==> src/hdl/volume_brush_box_painter_top_defines.svh <==
// Assertion macros shared by the voxel brush painter RTL.
`ifndef VOLUME_BRUSH_BOX_PAINTER_TOP_DEFINES_SVH
`define VOLUME_BRUSH_BOX_PAINTER_TOP_DEFINES_SVH

// Same-cycle implication, clocked on i_clk, off while reset is held.
`define VBBP_ASSERT_IMPLY(label, ante, cons, msg) \
    label: assert property (@(posedge i_clk) disable iff (!i_rst_n) (ante) |-> (cons)) \
        else $error(msg);

// Next-cycle implication, clocked on i_clk, off while reset is held.
`define VBBP_ASSERT_NEXT(label, ante, cons, msg) \
    label: assert property (@(posedge i_clk) disable iff (!i_rst_n) (ante) |=> (cons)) \
        else $error(msg);

`endif

==> src/hdl/vbbp_pkg.sv <==
// Shared types and constants of the voxel brush painter.
`default_nettype none

package vbbp_pkg;

    // Item operation codes
    localparam logic OP_PAINT = 1'b0;
    localparam logic OP_READ  = 1'b1;

    // Configuration register indexes
    localparam int CFG_IDX_W = 3;
    localparam logic [CFG_IDX_W-1:0] CFG_DMIN_X  = 3'd0;
    localparam logic [CFG_IDX_W-1:0] CFG_DMIN_Y  = 3'd1;
    localparam logic [CFG_IDX_W-1:0] CFG_DMIN_Z  = 3'd2;
    localparam logic [CFG_IDX_W-1:0] CFG_SCALE_X = 3'd3;
    localparam logic [CFG_IDX_W-1:0] CFG_SCALE_Y = 3'd4;
    localparam logic [CFG_IDX_W-1:0] CFG_SCALE_Z = 3'd5;

    localparam logic [30:0] SCALE_RESET = 31'd4194304;

    // floor(v / 5) = (v * DIV5_RECIP) >> 34 for every 32-bit v
    localparam logic [31:0] DIV5_RECIP = 32'hCCCC_CCCD;

    // Twelve grid index jobs: job = 4 * axis + kind
    localparam int NJOB  = 12;
    localparam int JOB_W = 4;
    localparam logic [1:0] AXIS_X = 2'd0;
    localparam logic [1:0] AXIS_Y = 2'd1;
    localparam int KIND_PLUS_BIT  = 0;   // set: centre plus radius
    localparam int KIND_INNER_BIT = 1;   // set: inner radius

    typedef struct packed {
        logic               valid;
        logic signed [33:0] coord;
        logic signed [31:0] lo;
        logic        [30:0] scale;
    } t_grid_req;

endpackage

`default_nettype wire

==> src/hdl/vbbp_grid.sv <==
// Three-stage pipelined Q16.16 coordinate to clamped grid index unit.
`default_nettype none

module vbbp_grid
    import vbbp_pkg::*;
#(
    parameter int IW = 8
) (
    input  wire logic          i_clk,
    input  wire logic          i_rst_n,
    input  wire t_grid_req     i_req,
    input  wire logic [IW-1:0] i_limit,
    output logic               o_valid,
    output logic [IW-1:0]      o_idx
);

    logic signed [34:0] w_diff;
    logic [48:0]        w_t;
    logic [32:0]        w_idx;

    logic          r1_valid, r2_valid, r3_valid;
    logic          r1_pos, r2_pos;
    logic [16:0]   r1_hi;
    logic [15:0]   r1_lo;
    logic [30:0]   r1_scale;
    logic [IW-1:0] r1_limit, r2_limit;
    logic [47:0]   r2_phi;
    logic [46:0]   r2_plo;
    logic [IW-1:0] r3_idx;

    // offset from the domain bound; below 2^33 when positive
    assign w_diff = 35'(i_req.coord) - 35'(i_req.lo);

    assign w_t   = 49'(r2_phi) + 49'(r2_plo[46:16]);
    assign w_idx = w_t[48:16];

    always_ff @(posedge i_clk) begin
        if (!i_rst_n) begin
            r1_valid <= 1'b0;
            r2_valid <= 1'b0;
            r3_valid <= 1'b0;
        end else begin
            r1_valid <= i_req.valid;
            r2_valid <= r1_valid;
            r3_valid <= r2_valid;
        end
    end

    always_ff @(posedge i_clk) begin
        r1_pos   <= !w_diff[34] && (w_diff != 35'sd0);
        r1_hi    <= w_diff[32:16];
        r1_lo    <= w_diff[15:0];
        r1_scale <= i_req.scale;
        r1_limit <= i_limit;

        r2_pos   <= r1_pos;
        r2_limit <= r1_limit;
        r2_phi   <= 48'(r1_hi) * 48'(r1_scale);
        r2_plo   <= 47'(r1_lo) * 47'(r1_scale);

        // nonpositive offset gives zero, past the grid saturates
        if (!r2_pos) begin
            r3_idx <= '0;
        end else if (w_idx > 33'(r2_limit)) begin
            r3_idx <= r2_limit;
        end else begin
            r3_idx <= w_idx[IW-1:0];
        end
    end

    assign o_valid = r3_valid;
    assign o_idx   = r3_idx;

endmodule

`default_nettype wire

==> config.mk <==
export PLATFORM = sky130hd
export DESIGN_NAME = vbbp_grid
export DESIGN_NICKNAME = d
export VERILOG_FILES = /design/src/hdl/volume_brush_box_painter_top_defines.svh /design/src/hdl/vbbp_pkg.sv /design/src/hdl/vbbp_grid.sv
export SDC_FILE = /design/constraint.sdc
export NUM_CORES = 2
export LEC_CHECK = 0
export BUFFER_PORTS_ARGS = -buffer_cell sky130_fd_sc_hd__clkbuf_2
export CAP_MARGIN = 20
export CORE_UTILIZATION = 44
export CTS_CLUSTER_DIAMETER = 120
export DETAILED_ROUTE_END_ITERATION = 8
export HOLD_SLACK_MARGIN = 0.15
export PLACE_DENSITY = 0.59
export SKIP_CTS_REPAIR_TIMING = 1
export SLEW_MARGIN = 15
export SYNTH_ARGS = -nofsm -noshare
export SYNTH_HDL_FRONTEND = slang
export SYNTH_SLANG_ARGS = --single-unit
==> constraint.sdc <==
create_clock -name i_clk -period 8.7 [get_ports i_clk]
set_input_delay 0.87 -clock i_clk [delete_from_list [all_inputs] [get_ports i_clk]]
set_output_delay 0.87 -clock i_clk [all_outputs]
set_load 0.02 [all_outputs]
# Word-level counts from Yosys, hierarchy flattened
# Index checks and enable logic that the tools add are counted.
# classes
add_sub_neg	2
n_mul	2
magnitude_cmp	1
muxes	1
n_reduce_logical	3
# op_table
op	count
$add A48 B31 Y49	1
$mul A17 B31 Y48	1
$mul A16 B31 Y47	1
$reduce_bool A35 Y1	1
$sub A34 B32 Y35	1
$gt A33 B8 Y1	1
$mux W8	1
$logic_and A1 B1 Y1	1
$logic_not A1 Y1	1
# word_totals
ff_bits	188
out_inout_bits	9
wordCells	22

# Longest topological paths before layout
# depth
word_depth	3
ltp_mapped	26

# Worst setup path after synthesis
# OpenSTA, ideal clock, no wires.
# synth_timing
path_type	flip-flop to flip-flop
start	register r1_scale[21]
end	register r2_phi[40]
setup_ns	0.129
t_arrival_ns	6.321
t_required_ns	8.571
slack_ns	2.250
stages_incl_launch_ff	24
n_path_buf	1
cell_sequence	dfxtp_1 clkbuf_1 nand2_1 fa_1 fa_1 fa_1 inv_1 fa_1 fa_1 inv_1 fa_1 inv_1 ha_1 a21o_1 a21o_1 a221o_1 a221o_1 or3_1 o211ai_1 o211ai_1 a31oi_1 nand2b_1 nand2_1 xor2_1
# synth_between
elab_chain_len	1
# synth_rtl
element	line_no	text
from (decl)	vbbp_grid.sv:25	logic [30:0] r1_scale;
from (signal assigned)	vbbp_grid.sv:53	r1_scale <= i_req.scale;
$mul A17 B31 Y48	vbbp_grid.sv:58	r2_phi <= 48'(r1_hi) * 48'(r1_scale);
to (signal assigned)	vbbp_grid.sv:58	
to (decl)	vbbp_grid.sv:27	logic [47:0] r2_phi;
# Every way passes these cells.
# A chain may end at the register's enable or synchronous reset.

# Final worst setup path
# layout_timing
start	register r1_scale[8]
end	register r2_phi[46]
# Same word-level chain as after synthesis.

==> key figures <==
Run status
  – Status: finished, final reports clean

STA
  – Fin crit share: 0.872
  – Clock skew: 14.8 ps
  – Final hold viol count: 0
  – Fmax: 132 MHz
  – TNS Setup: 0 ps
  – Relative slew slack: 0.255
  – Pins Over Slew Limit: 0
  – Min Tclk post-route: 7580 ps
  – RSZ-0062 raised after global routing: false
  – Worst slew pin tran: 1120 ps
  – Final setup vio count: 0

Synthesis
  – Main synth FF type: dfxtp_1
  – Ys async rst share: 0
  – Net Count, Synth: 5683
  – Share of the synthesized area in the top cell type: 0.430
  – FF+latch count, synth: 172
  – Synth cell types: 85
  – Post-Syn Area: 39000 um^2
  – Largest cells by area after synthesis: fa_1, ha_1, inv_1
  – Post-synth EDFFs: 0
  – Leading area contributor after synthesis: fa_1
  – Register area share after synthesis: 0.0882
  – Synth warnings: 0
  – Synth Area per Inst: 8.82 um^2
  – Synth Instances: 4427

Route
  – DRT iter0 DRCs: 1696
  – Wirelength, routed: 107000 um
  – Drt pass-1 iters: 5
  – Drt via density: 5.19
  – Post-route ant nets: 0
  – DR vias: 29200
  – WL/cell: 19.0 um
  – DRC: 0

Global route
  – First-pass GRT wire length: 175000 um
  – Largest net degree at the start of global routing: 34
  – Vias in the first global route: 31600
  – Overall routing resource usage: 0.254
  – GRT overflow: 0
  – Antenna violations before repair: 9

Critical path
  – Crit Path Class: reg2reg
  – CP endpoint kind: flop
  – CP cell instances: buf_4 -> and2_1 -> fa_1 -> inv_1 -> fa_1 -> fa_1 -> inv_1 -> fa_1 -> fa_1 -> inv_1 -> fa_1 -> inv_1 -> ha_1 -> a21o_1 -> nand3_1 -> a21oi_1 -> nor4_1 -> a211oi_1 -> o211ai_1 -> o211ai_1 -> nand2_1 -> o31ai_1 -> nor3_1 -> a311o_1
  – CP max FO: 17
  – CP top delay family: adder cells
  – Biggest cell delay along the critical path: 830 ps
  – Required @ worst endpoint: 9110 ps
  – Most common cell on crit path: fa_1
  – Arrival @ worst endpoint: 7990 ps
  – Critical path launch point type: flop
  – Critical path buffer and inverter count: 5
  – Slowest-stage cell, CP: dfxtp_1

Finish
  – Fin util: 0.477
  – Share of post-route cells with drive strength above 1: 0.0621
  – Synthesis-to-layout area growth: 6.58%
  – # fillers: 8624
  – Nets: 5707

Job
  – Max Cap Viol: 0

Floorplan
  – Initial core utilization: 0.447
  – Rows: 108
  – Area of the die: 89900 um^2
  – Io pins: 117
  – Die height: 300 um
  – CORE AREA: 87300 um^2
  – Die extent in x: 300 um

Clock tree
  – CTS Buf Count: 17
  – CTS tree: yes
  – CTS Root Cell: clkbuf_16
  – Clk slew on worst S/H paths: 80 ps
  – H-tree depth: 4
  – Latest clock arrival within the worst-skew pair: 530 ps
  – CTS max path bufs: 2
  – Clock Sinks: 172

Placed design
  – Final HPWL DP: 85400 um
  – Gpl congestion: 0.863
  – IO Port Bufs: 116

Worst hold path
  – Hold Crit Class: reg2reg
[final cells by class]
cell class,count,area (um^2),area share
antenna,1,2.50,0.0000601
timing repair buffer,212,1300,0.0313
tap,1155,1450,0.0347
clock inverter,13,154,0.00370
sequential,172,3450,0.0828
inverter,1016,3810,0.0917
multi-input combinational,3032,31000,0.745
clock buffer,19,443,0.0106
[flip-flops by register name, summed over array words and instances (netlist names)]
register,flops
r1_pos,1
r1_scale,31
r2_pos,1
r2_plo,31
r1_valid,1
o_idx,8
r2_valid,1
r2_limit,8
o_valid,1
r1_hi,17
r2_phi,48
r1_lo,16
r1_limit,8
[path summary, 6_finish.rpt]
path                                           from             endpoint  slack (ps)  cells after the start
worst min-delay path            r1_limit[7]$_DFF_P_  r2_limit[7]$_DFF_P_         330                      0
worst max register to register  r1_scale[8]$_DFF_P_   r2_phi[46]$_DFF_P_        1120                     24
worst max-delay path            r1_scale[8]$_DFF_P_   r2_phi[46]$_DFF_P_        1120                     24
worst min register to register  r1_limit[7]$_DFF_P_  r2_limit[7]$_DFF_P_         330                      0
[cells in the mapped netlist (3+ instances only)]
library cell	count
inv_1	1016
a21oi_1	104
or3_1	9
nand3_1	43
ha_1	310
clkbuf_1	206
o21a_1	28
o21ai_0	56
and2_1	425
fa_1	838
nor2_1	92
nand2b_1	10
nor3_1	33
a221o_1	4
o22a_1	3
a21boi_0	5
nor2b_1	16
o21ai_1	10
o2111ai_1	7
dfxtp_1	172
nand2_1	681
a211oi_1	17
o21ba_2	3
o21bai_1	9
xnor2_1	61
a32oi_1	3
o211ai_1	11
xor2_1	33
o31a_1	9
o31ai_1	7
a31oi_1	18
nand4_1	25
and3_1	12
and4_1	4
or2_2	7
a21o_1	56
a211o_1	6
mux2i_1	3
a21boi_1	6
nor4_1	6
o311ai_0	5
nor3b_1	3
[metal layers]
layer	vias up	track usage	wire length, um
met5	-	0	81
met1	14900	0.327	45900
met4	12	0.105	4460
met3	189	0.0386	5320
li1	13300	-	-
met2	763	0.426	51100
[stage by stage]
stage	std cells	hold WS, ps	setup slack (ps)	area [um^2]
detailed placement	5587	314	1170	41000
global placement	5587	312	1170	41000
finish	5620	329	1120	41600
global route	5619	335	680	41600
floorplan	4427	310	2250	39000
CTS	5619	331	1130	41600
[worst register-to-register path, cell delays in order, from the launching register on]
cell,delay [ps]
dfxtp_1,830
buf_4,400
and2_1,210
fa_1,400
inv_1,80
fa_1,450
fa_1,530
inv_1,60
fa_1,480
fa_1,490
inv_1,50
fa_1,470
inv_1,40
ha_1,350
a21o_1,140
nand3_1,90
a21oi_1,240
nor4_1,110
a211oi_1,600
o211ai_1,280
o211ai_1,270
nand2_1,80
o31ai_1,430
nor3_1,90
a311o_1,330
[cells by family after synthesis]
kind of cell / count (synthesis) / synth area share
DFF: 172 / 0.0882
and+or+nand+nor: 1380 / 0.171
buffers and inverters: 1223 / 0.118
xor gates and xnor gates: 95 / 0.0215
muxes: 4 / 0.00106
AOI/OAI and AO/OA: 405 / 0.0716
adders and majority gates: 1148 / 0.529
[cell usage in the layout, fill, tap and decap left out, drive strengths merged, types with 33 or more instances in the layout]
cell	synthesis	routed
a21o	57	57
inv	1016	1022
and2	425	425
nor2	92	92
fa	838	838
clkbuf	206	135
xor2	33	33
xnor2	62	62
nand2	681	681
buf	1	96
dfxtp	172	172
nand3	43	43
o21ai	66	66
a21oi	105	105
ha	310	310
nor3	33	33
Power is not shown: default switching activity piles up to over one toggle a cycle in this logic, so the estimate is an artifact.
